$ cat src/design/a51_pkg.sv
// ----------------------------------------------------------------------------
// a51_pkg
// Shared constants, types, microcode program and register step functions for
// the A5/1 keystream generator.
// ----------------------------------------------------------------------------
`default_nettype none

package a51_pkg;

	// Register and field widths
	localparam int R1_W        = 19;
	localparam int R2_W        = 22;
	localparam int R3_W        = 23;
	localparam int KEY_W       = 64;
	localparam int FRAME_W     = 22;
	localparam int REQ_W       = 2;
	localparam int BYTE_IDX_W  = 4;

	// Sequence lengths
	localparam int BURST_BITS_DEF = 114;
	localparam int KEY_STEPS      = 64;
	localparam int FRAME_STEPS    = 22;
	localparam int MIX_STEPS      = 100;
	localparam int MAX_BYTES      = 15;

	// Program counter width
	localparam int PC_W = 3;

	typedef enum logic [REQ_W-1:0] {
		REQ_SETUP  = 2'd0,
		REQ_DOUBLE = 2'd1,
		REQ_SINGLE = 2'd2,
		REQ_LOAD   = 2'd3
	} req_t;

	// Datapath operation of one microcode step
	typedef enum logic [2:0] {
		OP_NOP   = 3'd0,
		OP_CLEAR = 3'd1,
		OP_KEY   = 3'd2,
		OP_FRAME = 3'd3,
		OP_MIX   = 3'd4,
		OP_OUT0  = 3'd5,
		OP_OUT1  = 3'd6,
		OP_LOAD  = 3'd7
	} op_t;

	// Repeat count of one microcode step
	typedef enum logic [2:0] {
		LEN_ONE   = 3'd0,
		LEN_KEY   = 3'd1,
		LEN_FRAME = 3'd2,
		LEN_MIX   = 3'd3,
		LEN_BURST = 3'd4
	} len_t;

	// Where to go once a step has run its count
	typedef enum logic [1:0] {
		NX_NEXT       = 2'd0,
		NX_END        = 2'd1,
		NX_END_SINGLE = 2'd2
	} nx_t;

	typedef struct packed {
		op_t  op;
		len_t len;
		nx_t  nx;
	} ucode_t;

	// Program entry points
	localparam logic [PC_W-1:0] PC_SETUP = 3'd0;
	localparam logic [PC_W-1:0] PC_BURST = 3'd4;
	localparam logic [PC_W-1:0] PC_LOAD  = 3'd6;

	// Microcode program
	function automatic ucode_t ucode_rom(input logic [PC_W-1:0] pc);
		ucode_t w;
		unique case (pc)
			3'd0:    w = '{op: OP_CLEAR, len: LEN_ONE,   nx: NX_NEXT};
			3'd1:    w = '{op: OP_KEY,   len: LEN_KEY,   nx: NX_NEXT};
			3'd2:    w = '{op: OP_FRAME, len: LEN_FRAME, nx: NX_NEXT};
			3'd3:    w = '{op: OP_MIX,   len: LEN_MIX,   nx: NX_END};
			3'd4:    w = '{op: OP_OUT0,  len: LEN_BURST, nx: NX_END_SINGLE};
			3'd5:    w = '{op: OP_OUT1,  len: LEN_BURST, nx: NX_END};
			3'd6:    w = '{op: OP_LOAD,  len: LEN_ONE,   nx: NX_END};
			default: w = '{op: OP_NOP,   len: LEN_ONE,   nx: NX_END};
		endcase
		return w;
	endfunction

	// Program entry for a request kind
	function automatic logic [PC_W-1:0] entry_pc(input req_t req);
		logic [PC_W-1:0] pc;
		unique case (req)
			REQ_SETUP:  pc = PC_SETUP;
			REQ_DOUBLE: pc = PC_BURST;
			REQ_SINGLE: pc = PC_BURST;
			default:    pc = PC_LOAD;
		endcase
		return pc;
	endfunction

	// Shift each register toward its MSB, feedback plus injected bit into bit 0
	function automatic logic [R1_W-1:0] r1_step(input logic [R1_W-1:0] r, input logic b);
		return {r[R1_W-2:0], r[18] ^ r[17] ^ r[16] ^ r[13] ^ b};
	endfunction

	function automatic logic [R2_W-1:0] r2_step(input logic [R2_W-1:0] r, input logic b);
		return {r[R2_W-2:0], r[21] ^ r[20] ^ b};
	endfunction

	function automatic logic [R3_W-1:0] r3_step(input logic [R3_W-1:0] r, input logic b);
		return {r[R3_W-2:0], r[22] ^ r[21] ^ r[20] ^ r[7] ^ b};
	endfunction

endpackage

`default_nettype wire

$ cat src/design/a51_req_if.sv
// ----------------------------------------------------------------------------
// a51_req_if
// Request channel: request kind, frame number and register load values.
// ----------------------------------------------------------------------------
`default_nettype none

interface a51_req_if;

	logic                        valid;
	logic                        ready;
	logic [a51_pkg::REQ_W-1:0]   req_type;
	logic [a51_pkg::FRAME_W-1:0] frame_number;
	logic [a51_pkg::R1_W-1:0]    load_r1;
	logic [a51_pkg::R2_W-1:0]    load_r2;
	logic [a51_pkg::R3_W-1:0]    load_r3;

	modport source (
		output valid, req_type, frame_number, load_r1, load_r2, load_r3,
		input  ready
	);

	modport sink (
		input  valid, req_type, frame_number, load_r1, load_r2, load_r3,
		output ready
	);

endinterface

`default_nettype wire

$ cat src/design/a51_ks_if.sv
// ----------------------------------------------------------------------------
// a51_ks_if
// Keystream channel: one packed keystream byte per transfer with its tags.
// ----------------------------------------------------------------------------
`default_nettype none

interface a51_ks_if;

	logic                           valid;
	logic                           ready;
	logic [7:0]                     keystream_byte;
	logic                           burst_dir;
	logic [a51_pkg::BYTE_IDX_W-1:0] byte_index;
	logic                           last;

	modport source (
		output valid, keystream_byte, burst_dir, byte_index, last,
		input  ready
	);

	modport sink (
		input  valid, keystream_byte, burst_dir, byte_index, last,
		output ready
	);

endinterface

`default_nettype wire

$ cat src/design/a51_keystream_generator_unit.sv
// ----------------------------------------------------------------------------
// a51_keystream_generator_unit
// A5/1 keystream generator run by a small microcode sequencer.
// ----------------------------------------------------------------------------
// Usage:
//   key_we/key_wdata load the 64-bit session key; write it only while idle.
//   req (valid/ready) takes one request: setup, double burst, single burst or
//   register load. req.ready is high whenever the sequencer is idle.
//   ks (valid/ready) returns keystream bytes, earliest bit in the MSB, tagged
//   with burst_dir, byte_index and last on the final byte of the request.
// Steps (one microcode step and one register clock per cycle, unless stalled):
//   setup        clear, 64 key, 22 frame and 100 mixing steps, no output
//   single burst BURST_BITS steps, a byte per 8 bits, the last may be partial
//   double burst two bursts of BURST_BITS steps each
//   load         a single step
//   The next request can be taken as soon as the sequencer is idle again.
//   A byte enters the output register with the step that clocks its last bit.
// Reset clears the three registers and the key, and empties the output.
// While the receiver stalls, the last byte waits in the output register and
// the sequencer holds on the step that would complete the next byte.
// ----------------------------------------------------------------------------
`default_nettype none

module a51_keystream_generator_unit #(
	parameter int BURST_BITS = a51_pkg::BURST_BITS_DEF
) (
	input  wire logic                       clk,
	input  wire logic                       arst_n,
	input  wire logic                       key_we,
	input  wire logic [a51_pkg::KEY_W-1:0]  key_wdata,
	a51_req_if.sink                         req,
	a51_ks_if.source                        ks
);

	localparam int LOOP_MAX = (BURST_BITS > a51_pkg::MIX_STEPS) ?
	                          BURST_BITS : a51_pkg::MIX_STEPS;
	localparam int CNT_W    = $clog2(LOOP_MAX);
	localparam int KEEP_BITS = (BURST_BITS > a51_pkg::MAX_BYTES * 8) ?
	                          a51_pkg::MAX_BYTES * 8 : BURST_BITS;
	localparam logic [CNT_W-1:0] LAST_BIT = CNT_W'(KEEP_BITS - 1);

	// Sequencer state
	logic                         busy_q;
	logic [a51_pkg::PC_W-1:0]     pc_q;
	logic [CNT_W-1:0]             cnt_q;
	logic                         single_q;

	// Datapath state
	logic [a51_pkg::KEY_W-1:0]    key_q;
	logic [a51_pkg::R1_W-1:0]     r1_q;
	logic [a51_pkg::R2_W-1:0]     r2_q;
	logic [a51_pkg::R3_W-1:0]     r3_q;
	logic [a51_pkg::FRAME_W-1:0]  frame_q;
	logic [a51_pkg::R1_W-1:0]     ld1_q;
	logic [a51_pkg::R2_W-1:0]     ld2_q;
	logic [a51_pkg::R3_W-1:0]     ld3_q;
	logic [7:0]                   byte_q;

	// Output register
	logic                         ks_valid_q;
	logic [7:0]                   ks_byte_q;
	logic                         ks_dir_q;
	logic [a51_pkg::BYTE_IDX_W-1:0] ks_idx_q;
	logic                         ks_last_q;

	a51_pkg::ucode_t              ctrl;
	logic [CNT_W-1:0]             loop_last;
	logic                         is_out;
	logic                         c1, c2, c3, maj;
	logic [a51_pkg::R1_W-1:0]     r1_m;
	logic [a51_pkg::R2_W-1:0]     r2_m;
	logic [a51_pkg::R3_W-1:0]     r3_m;
	logic                         out_bit;
	logic                         keep_pos;
	logic                         emit_pos;
	logic                         slot_free;
	logic                         step_en;
	logic                         emit;
	logic                         loop_done;
	logic                         finish;
	logic [7:0]                   byte_next;
	logic                         accept;
	logic                         key_bit;

	// Decode the current control word and its repeat count
	always_comb begin
		ctrl = a51_pkg::ucode_rom(pc_q);
		unique case (ctrl.len)
			a51_pkg::LEN_ONE:   loop_last = '0;
			a51_pkg::LEN_KEY:   loop_last = CNT_W'(a51_pkg::KEY_STEPS - 1);
			a51_pkg::LEN_FRAME: loop_last = CNT_W'(a51_pkg::FRAME_STEPS - 1);
			a51_pkg::LEN_MIX:   loop_last = CNT_W'(a51_pkg::MIX_STEPS - 1);
			a51_pkg::LEN_BURST: loop_last = CNT_W'(BURST_BITS - 1);
			default:            loop_last = '0;
		endcase
		is_out = (ctrl.op == a51_pkg::OP_OUT0) || (ctrl.op == a51_pkg::OP_OUT1);
	end

	// Majority clocking and keystream bit
	always_comb begin
		c1      = r1_q[8];
		c2      = r2_q[10];
		c3      = r3_q[10];
		maj     = (c1 & c2) | (c1 & c3) | (c2 & c3);
		r1_m    = (c1 == maj) ? a51_pkg::r1_step(r1_q, 1'b0) : r1_q;
		r2_m    = (c2 == maj) ? a51_pkg::r2_step(r2_q, 1'b0) : r2_q;
		r3_m    = (c3 == maj) ? a51_pkg::r3_step(r3_q, 1'b0) : r3_q;
		out_bit = r1_m[a51_pkg::R1_W-1] ^ r2_m[a51_pkg::R2_W-1] ^ r3_m[a51_pkg::R3_W-1];
		key_bit = key_q[cnt_q[5:0]];
	end

	// Byte packing, output slot and loop control
	always_comb begin
		keep_pos  = cnt_q <= LAST_BIT;
		emit_pos  = keep_pos && ((cnt_q[2:0] == 3'b111) || (cnt_q == LAST_BIT));
		slot_free = !ks_valid_q || ks.ready;
		step_en   = busy_q && !(is_out && emit_pos && !slot_free);
		emit      = step_en && is_out && emit_pos;
		loop_done = cnt_q == loop_last;
		finish    = loop_done && ((ctrl.nx == a51_pkg::NX_END) ||
		            ((ctrl.nx == a51_pkg::NX_END_SINGLE) && single_q));
		byte_next = byte_q | (8'(out_bit) << (3'd7 - cnt_q[2:0]));
		accept    = req.valid && !busy_q;
	end

	assign req.ready         = !busy_q;
	assign ks.valid          = ks_valid_q;
	assign ks.keystream_byte = ks_byte_q;
	assign ks.burst_dir      = ks_dir_q;
	assign ks.byte_index     = ks_idx_q;
	assign ks.last           = ks_last_q;

	// Session key register
	always_ff @(posedge clk or negedge arst_n) begin
		if (!arst_n) begin
			key_q <= '0;
		end else if (key_we) begin
			key_q <= key_wdata;
		end
	end

	// Step counter and program counter
	always_ff @(posedge clk or negedge arst_n) begin
		if (!arst_n) begin
			busy_q   <= 1'b0;
			pc_q     <= '0;
			cnt_q    <= '0;
			single_q <= 1'b0;
		end else if (accept) begin
			busy_q   <= 1'b1;
			pc_q     <= a51_pkg::entry_pc(a51_pkg::req_t'(req.req_type));
			cnt_q    <= '0;
			single_q <= req.req_type == a51_pkg::REQ_SINGLE;
		end else if (step_en) begin
			if (loop_done) begin
				cnt_q <= '0;
				if (finish) begin
					busy_q <= 1'b0;
				end else begin
					pc_q <= pc_q + 1'b1;
				end
			end else begin
				cnt_q <= cnt_q + 1'b1;
			end
		end
	end

	// Shift registers
	always_ff @(posedge clk or negedge arst_n) begin
		if (!arst_n) begin
			r1_q <= '0;
			r2_q <= '0;
			r3_q <= '0;
		end else if (step_en) begin
			unique case (ctrl.op)
				a51_pkg::OP_CLEAR: begin
					r1_q <= '0;
					r2_q <= '0;
					r3_q <= '0;
				end
				a51_pkg::OP_KEY: begin
					r1_q <= a51_pkg::r1_step(r1_q, key_bit);
					r2_q <= a51_pkg::r2_step(r2_q, key_bit);
					r3_q <= a51_pkg::r3_step(r3_q, key_bit);
				end
				a51_pkg::OP_FRAME: begin
					r1_q <= a51_pkg::r1_step(r1_q, frame_q[0]);
					r2_q <= a51_pkg::r2_step(r2_q, frame_q[0]);
					r3_q <= a51_pkg::r3_step(r3_q, frame_q[0]);
				end
				a51_pkg::OP_MIX, a51_pkg::OP_OUT0, a51_pkg::OP_OUT1: begin
					r1_q <= r1_m;
					r2_q <= r2_m;
					r3_q <= r3_m;
				end
				a51_pkg::OP_LOAD: begin
					r1_q <= ld1_q;
					r2_q <= ld2_q;
					r3_q <= ld3_q;
				end
				default: begin
				end
			endcase
		end
	end

	// Operand latches: capture at transfer, shift frame bits LSB first
	always_ff @(posedge clk) begin
		if (accept) begin
			frame_q <= req.frame_number;
			ld1_q   <= req.load_r1;
			ld2_q   <= req.load_r2;
			ld3_q   <= req.load_r3;
		end else if (step_en && (ctrl.op == a51_pkg::OP_FRAME)) begin
			frame_q <= frame_q >> 1;
		end
	end

	// Byte assembly: clear at transfer and after each emitted byte
	always_ff @(posedge clk) begin
		if (accept) begin
			byte_q <= '0;
		end else if (step_en && is_out && keep_pos) begin
			byte_q <= emit_pos ? 8'd0 : byte_next;
		end
	end

	// Output register
	always_ff @(posedge clk or negedge arst_n) begin
		if (!arst_n) begin
			ks_valid_q <= 1'b0;
		end else if (emit) begin
			ks_valid_q <= 1'b1;
		end else if (ks.ready) begin
			ks_valid_q <= 1'b0;
		end
	end

	always_ff @(posedge clk) begin
		if (emit) begin
			ks_byte_q <= byte_next;
			ks_dir_q  <= ctrl.op == a51_pkg::OP_OUT1;
			ks_idx_q  <= cnt_q[6:3];
			ks_last_q <= (cnt_q == LAST_BIT) &&
			             ((ctrl.op == a51_pkg::OP_OUT1) || single_q);
		end
	end

`ifndef SYNTH
	// A byte is produced only by a burst step
	assert property (@(posedge clk) disable iff (!arst_n)
		emit |-> (busy_q && is_out))
		else $error("keystream byte emitted outside a burst step");

	// The step counter never runs past the current step's count
	assert property (@(posedge clk) disable iff (!arst_n)
		busy_q |-> (cnt_q <= loop_last))
		else $error("step counter beyond loop length");

	// A taken request makes the sequencer busy in the next cycle
	assert property (@(posedge clk) disable iff (!arst_n)
		(req.valid && req.ready) |=> busy_q)
		else $error("request taken but sequencer not started");

	// An unsent byte is never overwritten
	assert property (@(posedge clk) disable iff (!arst_n)
		(ks_valid_q && !ks.ready) |-> !emit)
		else $error("output byte overwritten while stalled");
`endif

endmodule

`default_nettype wire
$ cat src/flat_wrapper.sv
// flat-port wrapper written by rule: the top's interface ports become plain ports
module a51_keystream_generator_unit_flat 
#(
	parameter int BURST_BITS = a51_pkg::BURST_BITS_DEF
)
  (clk, arst_n, key_we, key_wdata, req_valid, req_req_type, req_frame_number, req_load_r1, req_load_r2, req_load_r3, req_ready, ks_valid, ks_keystream_byte, ks_burst_dir, ks_byte_index, ks_last, ks_ready);
  a51_req_if req_i ();
  a51_ks_if ks_i ();
  input  wire logic clk;
  input  wire logic arst_n;
  input  wire logic key_we;
  input  wire logic [a51_pkg::KEY_W-1:0] key_wdata;
  input wire logic [$bits(req_i.valid)-1:0] req_valid;
  input wire logic [$bits(req_i.req_type)-1:0] req_req_type;
  input wire logic [$bits(req_i.frame_number)-1:0] req_frame_number;
  input wire logic [$bits(req_i.load_r1)-1:0] req_load_r1;
  input wire logic [$bits(req_i.load_r2)-1:0] req_load_r2;
  input wire logic [$bits(req_i.load_r3)-1:0] req_load_r3;
  output wire logic [$bits(req_i.ready)-1:0] req_ready;
  output wire logic [$bits(ks_i.valid)-1:0] ks_valid;
  output wire logic [$bits(ks_i.keystream_byte)-1:0] ks_keystream_byte;
  output wire logic [$bits(ks_i.burst_dir)-1:0] ks_burst_dir;
  output wire logic [$bits(ks_i.byte_index)-1:0] ks_byte_index;
  output wire logic [$bits(ks_i.last)-1:0] ks_last;
  input wire logic [$bits(ks_i.ready)-1:0] ks_ready;
  assign req_i.valid = req_valid;
  assign req_i.req_type = req_req_type;
  assign req_i.frame_number = req_frame_number;
  assign req_i.load_r1 = req_load_r1;
  assign req_i.load_r2 = req_load_r2;
  assign req_i.load_r3 = req_load_r3;
  assign req_ready = req_i.ready;
  assign ks_valid = ks_i.valid;
  assign ks_keystream_byte = ks_i.keystream_byte;
  assign ks_burst_dir = ks_i.burst_dir;
  assign ks_byte_index = ks_i.byte_index;
  assign ks_last = ks_i.last;
  assign ks_i.ready = ks_ready;
  a51_keystream_generator_unit #(.BURST_BITS(BURST_BITS)) u_core (.clk(clk), .arst_n(arst_n), .key_we(key_we), .key_wdata(key_wdata), .req(req_i), .ks(ks_i));
endmodule
$ cat config.mk
export PLATFORM = sky130hd
export DESIGN_NAME = a51_keystream_generator_unit_flat
export DESIGN_NICKNAME = d
export VERILOG_FILES = /design/src/design/a51_pkg.sv /design/src/design/a51_req_if.sv /design/src/design/a51_ks_if.sv /design/src/design/a51_keystream_generator_unit.sv /design/src/flat_wrapper.sv
export SDC_FILE = /design/constraint.sdc
export NUM_CORES = 1
export LEC_CHECK = 0
export BUFFER_PORTS_ARGS = -buffer_cell sky130_fd_sc_hd__buf_2
export CAP_MARGIN = 20
export CORE_UTILIZATION = 40
export DETAILED_ROUTE_END_ITERATION = 8
export PLACE_DENSITY = 0.67
export SYNTH_ARGS = -nofsm -noshare
export SYNTH_HDL_FRONTEND = slang
export SYNTH_SLANG_ARGS = --single-unit
$ cat constraint.sdc
create_clock -name clk -period 6.78 [get_ports clk]
set_input_delay 0.678 -clock clk [delete_from_list [all_inputs] [get_ports clk]]
set_output_delay 0.678 -clock clk [all_outputs]
set_load 0.02 [all_outputs]
* After elaboration in Yosys (flattened, before gate mapping)
Cells that the tools add are included.
** Cells by class
- Add/subtract/negate cells :: 3
- Magnitude comparators :: 2
- Equal/unequal tests :: 31
- Shift-type cells :: 1
- Mux-type cells :: 27
- Bitwise logic cells :: 21
- Reduce and logical (&&, ||, !) cells :: 37
** Operators with widths (count)
- case mux 23 bit (5 select lines) :: 1
- case mux 22 bit (5 select lines) :: 1
- case mux 19 bit (5 select lines) :: 1
- two-way mux 22 bit :: 3
- case mux 8 bit (7 select lines) :: 1
- case mux 7 bit (4 select lines) :: 1
- equality test 3 bit, second input constant :: 9
- two-way mux 23 bit :: 1
- two-way mux 7 bit :: 3
- two-way mux 19 bit :: 1
- equality test 3 x 2 -> 1 bit, second input constant :: 6
- AND reduction 3 bit :: 5
- XOR 1 bit :: 15
- logical AND 1 bit :: 12
- two-way mux 3 bit :: 4
- nonzero test 2 bit :: 5
- equality test 3 x 1 -> 1 bit, second input constant :: 3
- two-way mux 8 bit :: 1
- OR 8 bit :: 1
- left shift 1 x 3 -> 8 bit :: 1
- adder 7 x 1 -> 7 bit, second input constant :: 1
- equality test 7 bit :: 1
- equality test 7 bit, second input constant :: 1
- <= comparator 7 bit, second input constant :: 1
- 21 further kinds :: 43
** Storage, ports and cells
- Flip-flop bits (word level) :: 249
- Input bits :: 157
- Output and inout bits :: 16
- Logic and storage cells :: 143

* Depth between registers and ports, before layout
- Word-level depth :: 11
- Gate-level depth with buffers :: 12
- Depth with buffers taken out :: 9

* Worst setup path after synthesis
OpenSTA, ideal clock, no wires.
- Path kind :: register to register
- Start :: register u_core.cnt_q[1]
- End :: register u_core.frame_q[0] in the netlist's numbering (enable)
- Library setup time :: 0.432 ns
- Data arrival time :: 3.424 ns
- Data required time :: 6.348 ns
- Setup slack :: 2.924 ns
- Cell stages (with the launch flop) :: 11
- Path buffers :: 3
- Cell sequence :: dfrtp_1 -> buf_2 -> buf_6 -> buf_4 -> inv_1 -> ha_1 -> o21bai_1 -> a211o_1 -> nand4_1 -> nand2_1 -> o21ai_0
** Between the ends
- Longest elaborated chain between the ends :: 9
** RTL lines
- from (decl) :: RTL line a51_keystream_generator_unit.sv:45 : logic [CNT_W-1:0] cnt_q;
- from (signal assigned) :: RTL line a51_keystream_generator_unit.sv:163 : cnt_q <= cnt_q + 1'b1;
- parallel branches: the longest is 2 deep, another holds <= comparator 7 bit
- logical AND 1 bit * :: RTL line a51_keystream_generator_unit.sv:115 : emit_pos = keep_pos && ((cnt_q[2:0] == 3'b111) || (cnt_q == LAST_BIT));
- logical AND 1 bit * (2 in a row) :: RTL line a51_keystream_generator_unit.sv:117 : step_en = busy_q && !(is_out && emit_pos && !slot_free);
- zero test 1 bit * :: RTL line a51_keystream_generator_unit.sv:117
- logical AND 1 bit * :: RTL line a51_keystream_generator_unit.sv:117
- logical AND 1 bit * :: RTL line a51_keystream_generator_unit.sv:214 : end else if (step_en && (ctrl.op == a51_pkg::OP_FRAME)) begin
- nonzero test 2 bit (no line) *
- to (signal assigned) :: RTL line a51_keystream_generator_unit.sv:210 : frame_q <= req.frame_number;
- to (signal assigned) :: RTL line a51_keystream_generator_unit.sv:215 : frame_q <= frame_q >> 1;
- to (decl) :: RTL line a51_keystream_generator_unit.sv:53 : logic [a51_pkg::FRAME_W-1:0] frame_q;
Mark *: on every way between the ends.
A chain may end at the register's enable or synchronous reset.

* Worst setup path in the final report
- Start :: register u_core.pc_q[1] in the netlist's numbering
- End :: register u_core.cnt_q[5]
** Between the ends
- Longest elaborated chain between the ends :: 9
** RTL lines
- from (decl) :: RTL line a51_keystream_generator_unit.sv:44 : logic [a51_pkg::PC_W-1:0] pc_q;
- from (signal assigned) :: RTL line a51_keystream_generator_unit.sv:151 : pc_q <= a51_pkg::entry_pc(a51_pkg::req_t'(req.req_type));
- from (signal assigned) :: RTL line a51_keystream_generator_unit.sv:160 : pc_q <= pc_q + 1'b1;
- equality test 3 bit (tied with other cells) :: RTL line a51_pkg.sv:78 : unique case (pc)
- case mux 8 bit (7 select lines) * :: RTL line a51_pkg.sv:78
- parallel branches: the longest is 7 deep, another holds case mux 7 bit (4 select lines)
Mark *: on every way between the ends. The select of a mux whose other input is x is not followed.

==> qor_table.md <==
| Quantity | Reported | Unit |
| --- | --- | --- |
| Run status | complete, but fails checks | - |
| Violations in the final reports | design-rule violations | - |
| Cell family contributing the most delay on the critical path | compound AO/OA/AOI/OAI gates | - |
| Largest area contributor in the synthesized netlist | sky130_fd_sc_hd__dfrtp_1 | - |
| Post-Synth XOR/XNOR Area | 1.06 | % |
| Crit path launch type | flip-flop | - |
| Number of buffers inserted to repair setup after CTS | 0 | - |
| Register bit count reported by yosys | 249 | - |
| Commonest cells after routing, fill and taps aside | 171 x sky130_fd_sc_hd__buf_2, 152 x sky130_fd_sc_hd__nand2_1, 141 x sky130_fd_sc_hd__dfrtp_1, 100 x sky130_fd_sc_hd__edfxtp_1, 74 x sky130_fd_sc_hd__o21ai_0 | - |
| Setup Viol. Count Final | 0 | - |
| Multiplexer area fraction after synthesis | 11.9 | % |
| TritonCTS sink count | 249 | - |
| Total die area | 0.0275 | sq mm |
| Effective utilization at floorplan | 41.0 | % |
| Maximum clock frequency | 319 | MHz |
| Sum of internal, switching and leakage power | 5.52 | mW |
| Post-detailed-routing wire length | 23.3 | mm |
| Resize count post-CTS | 0 | - |
| Normalized max-slew margin | 30.9 | % |
| Minimum clock period after layout | 3140 | ps |
| Multi-input gate area in the final layout | 0.00378 | sq mm |
| Final cycle utilization of the critical path | 46.3 | % |
| CTS Buf Count | 27 | - |
| Arrival time at the worst endpoint | 3560 | ps |
| Worst-margin pin slew | 1030 | ps |
| Total buffers and inverters traversed by the critical path | 0 | - |
| Worst min path class | in -> async | - |
| Number of enable flip-flop cells after synthesis | 100 | - |
| Main area contributors after synthesis | sky130_fd_sc_hd__dfrtp_1 33%, sky130_fd_sc_hd__edfxtp_1 28%, sky130_fd_sc_hd__mux2_2 6.8% | - |
| DIE WIDTH | 166 | um |
| Via count of the first global-routing pass | 6909 | - |
| Maximum clock skew at final layout | 17.6 | ps |
| # IOs | 173 | - |
| Depth of the worst register-to-register path | 8 | - |
| Sequential cell area in the final layout | 0.00669 | sq mm |
| Destination of the worst register-to-register timing path | u_core.cnt_q[5] | - |
| Total global routing overflow | 0 | - |
| Final Non-Filler Cells | 1368 | - |
| Commonest register cell after synthesis | sky130_fd_sc_hd__dfrtp_1 | - |
| Reg-to-Reg Start | u_core.pc_q[1] | - |
| DRC | 8 | - |
| Compound-cell area share of the yosys netlist | 12.4 | % |
| Syn Nets | 1016 | - |
| First-pass GRT wire length | 37.9 | mm |
| Filler cell count in the final layout | 2303 | - |
| Maximum vdd ir drop | 307 | uV |
| Synth top area share | 32.8 | % |
| Detailed-placement wirelength estimate | 15.3 | mm |
| Clock tree from TritonCTS | done | - |
| Buffers added on ports | 172 | - |
| Largest net degree at the start of global routing | 82 | - |
| Cells along the critical path | ha_1 -> ha_1 -> nor2_1 -> o311a_1 -> o41ai_2 -> a21oi_1 -> a21o_1 -> a22o_1 | - |
| Number of antenna violations at the first check in global routing | 3 | - |
| Adder-cell share of the synthesized area | 1.37 | % |
| Mean Syn Cell Area | 12.7 | sq um |
| RSZ-0062 raised after global routing | false | - |
| Detailed-routing iteration count for the pre-antenna-repair pass | 9 | - |
| Sequential-to-total area share from yosys stat | 62.3 | % |
| TNS Setup | 0 | ps |
| Post-synthesis async set-or-reset flop share | 56.6 | % |
| Critical path's largest stage delay | 600 | ps |
| Critical Path Sink Type | flip-flop | - |
| Total number of nets in the final design | 1179 | - |
| Final slew viol count | 0 | - |
| Clock input transition at the sequential cells of the worst setup and hold paths | 60 | ps |
| Synth Instances | 848 | - |
| Critical path type | reg -> reg | - |
| Data required time at the worst endpoint | 7200 | ps |
| Drt via density | 5.25 | - |
| Number of warning messages in the yosys log | 0 | - |
| Total leakage power | 5.42 | nW |
| Synthesized cell area | 0.0107 | sq mm |
| Core area | 0.0262 | sq mm |
| Clock root cell | sky130_fd_sc_hd__clkbuf_16 | - |
| CTS Hold Buffers Added | 0 | - |
| DR WL/cell | 17.1 | um |
| Maximum clock insertion buffer count | 3 | - |
| Count of cell types in the netlist | 63 | - |
| Weighted congestion reported at the end of routability-driven placement | 0.802 | - |
| Area growth from synthesis to final layout | 19.1 | % |
| CTS HTree Levels | 1 | - |
| Via count | 7180 | - |
| Most common library cell in the layout ignoring fill and taps | sky130_fd_sc_hd__buf_2 | - |
| Clock latency on the worst-skew pair | 540 | ps |
| Power density normalized to cell area | 432 | mW/mm^2 |
| Maximum fanout along the worst path | 14 | - |
| Hold Violations, Final | 0 | - |
| Num rows | 59 | - |
| Worst setup slack for register-to-register paths | 3640 | ps |
| Largest family of logic cells by synthesized area | compound AO/OA/AOI/OAI gates | - |
| Most common cell on crit path | sky130_fd_sc_hd__ha_1 | - |
| Final ANT Viol Nets | 0 | - |
| Floorplan die height | 166 | um |
| Fraction of layout cells with a size suffix above 1 | 30.0 | % |
| Overall fraction of global-route tracks in use | 17.0 | % |
| Basic-gate share of the synthesized area counting and, or, nand and nor cells | 8.42 | % |
| Max-cap violations | 0 | - |
| Cell count after placement | 1315 | - |
| Iteration-0 DRC Markers | 542 | - |
| Slowest stage cell on the critical path | sky130_fd_sc_hd__dfrtp_1 | - |
==> cell usage after synthesis, types with 2 or more instances <==
| master | n |
|---|---|
| sky130_fd_sc_hd__mux4_2 | 9 |
| sky130_fd_sc_hd__dfrtp_1 | 141 |
| sky130_fd_sc_hd__edfxtp_1 | 100 |
| sky130_fd_sc_hd__nor2_1 | 28 |
| sky130_fd_sc_hd__clkbuf_1 | 35 |
| sky130_fd_sc_hd__a31oi_1 | 2 |
| sky130_fd_sc_hd__or3_1 | 3 |
| sky130_fd_sc_hd__buf_6 | 3 |
| sky130_fd_sc_hd__nor3_1 | 6 |
| sky130_fd_sc_hd__and3_1 | 3 |
| sky130_fd_sc_hd__a22oi_1 | 60 |
| sky130_fd_sc_hd__o21ai_1 | 4 |
| sky130_fd_sc_hd__nand3_1 | 11 |
| sky130_fd_sc_hd__nand2_1 | 152 |
| sky130_fd_sc_hd__a22o_1 | 2 |
| sky130_fd_sc_hd__mux2_4 | 2 |
| sky130_fd_sc_hd__a41oi_2 | 2 |
| sky130_fd_sc_hd__a222oi_1 | 3 |
| sky130_fd_sc_hd__mux2_2 | 65 |
| sky130_fd_sc_hd__ha_1 | 11 |
| sky130_fd_sc_hd__o31ai_1 | 3 |
| sky130_fd_sc_hd__xor2_1 | 4 |
| sky130_fd_sc_hd__and2_1 | 2 |
| sky130_fd_sc_hd__nor4_1 | 2 |
| sky130_fd_sc_hd__o21ai_0 | 77 |
| sky130_fd_sc_hd__inv_1 | 11 |
| sky130_fd_sc_hd__o21a_1 | 2 |
| sky130_fd_sc_hd__xnor2_1 | 9 |
| sky130_fd_sc_hd__a21oi_1 | 15 |
| sky130_fd_sc_hd__a221oi_1 | 2 |
| sky130_fd_sc_hd__nand2b_1 | 2 |
| sky130_fd_sc_hd__dfxtp_1 | 8 |
| sky130_fd_sc_hd__o2111a_1 | 2 |
| sky130_fd_sc_hd__nor2b_1 | 3 |
| sky130_fd_sc_hd__a31o_2 | 2 |
| sky130_fd_sc_hd__buf_4 | 3 |
| sky130_fd_sc_hd__buf_2 | 7 |
| sky130_fd_sc_hd__mux2i_1 | 13 |
| sky130_fd_sc_hd__a21o_1 | 9 |
| sky130_fd_sc_hd__mux4_1 | 7 |
==> cell type report <==
type,instances,share of cell area (%)
Clock buffer,42,5.95
Antenna cell,1,0.0196
Sequential cell,249,52.3
Clock inverter,8,0.821
Timing Repair Buffer,183,7.73
Inverter,12,0.362
Tap cell,335,3.27
Multi-Input combinational cell,538,29.6
==> cell families after synthesis <==
kind of cell / Yosys count
AO/OA/AOI/OAI: 199
XOR/XNOR: 13
adder cells (fa/ha/maj): 12
buffers and inverters: 61
flip-flops: 249
multiplexers: 96
AND/OR/NAND/NOR: 218
==> worst register-to-register path, delay by kind of cell (launching register included) <==
kind                       cells  cell delay [ps]
AOI/OAI and AO/OA              5             1610
adders and majority gates      2              620
DFF                            1              600
and+or+nand+nor                1              180
==> metrics by stage <==
stage,util [%],hold slack [ps],cell area [sq um],setup slack (ps)
floorplan,-,382,10700,2920
global placement,45.3,453,11900,3480
detailed placement,45.3,460,11900,3420
CTS,48.6,215,12700,3500
global route,48.8,258,12800,3380
finish,48.8,206,12800,3640
==> worst max path at each step <==
stage | to | cells after the start | startpoint
CTS | u_core.r2_q[0] | 6 | u_core.cnt_q[2]
global route | u_core.ks.keystream_byte[0] | 5 | u_core.cnt_q[2]
global placement | u_core.ld3_q[15] | 4 | req_valid
finish | u_core.cnt_q[5] | 8 | u_core.pc_q[1]
floorplan | u_core.frame_q[0] | 10 | u_core.cnt_q[1]
detailed placement | u_core.ld3_q[5] | 4 | req_valid
==> state kept, by name, summed over array words and instances (netlist names) <==
signal                    cells
u_core.ks.keystream_byte      8
u_core.ld1_q                 19
u_core.frame_q               22
u_core.cnt_q                  7
u_core.ks.burst_dir           1
u_core.ks.byte_index          4
u_core.pc_q                   3
u_core.ld2_q                 22
u_core.ld3_q                 23
u_core.ks.valid               1
u_core.r2_q                  22
u_core.busy_q                 1
u_core.key_q                 64
u_core.ks.last                1
u_core.r3_q                  23
u_core.byte_q                 8
u_core.r1_q                  19
u_core.single_q               1
==> per-layer routing <==
layer	vias up	GRT usage (%)	wire length [um]
met5	-	0	16
met4	4	3.78	302
met3	29	2.91	1350
met2	214	24.9	10300
met1	3486	26.4	11300
li1	3447	-	-
==> where the power goes <==
part | leakage, nW | internal (mW) | switching [mW]
Combinational | 2.25 | 0.740 | 1.22
Sequential | 2.74 | 1.93 | 0.209
Clock | 0.426 | 0.851 | 0.582
Total | 5.42 | 3.52 | 2.01
Note: power is estimated with default switching activity, not from simulation.
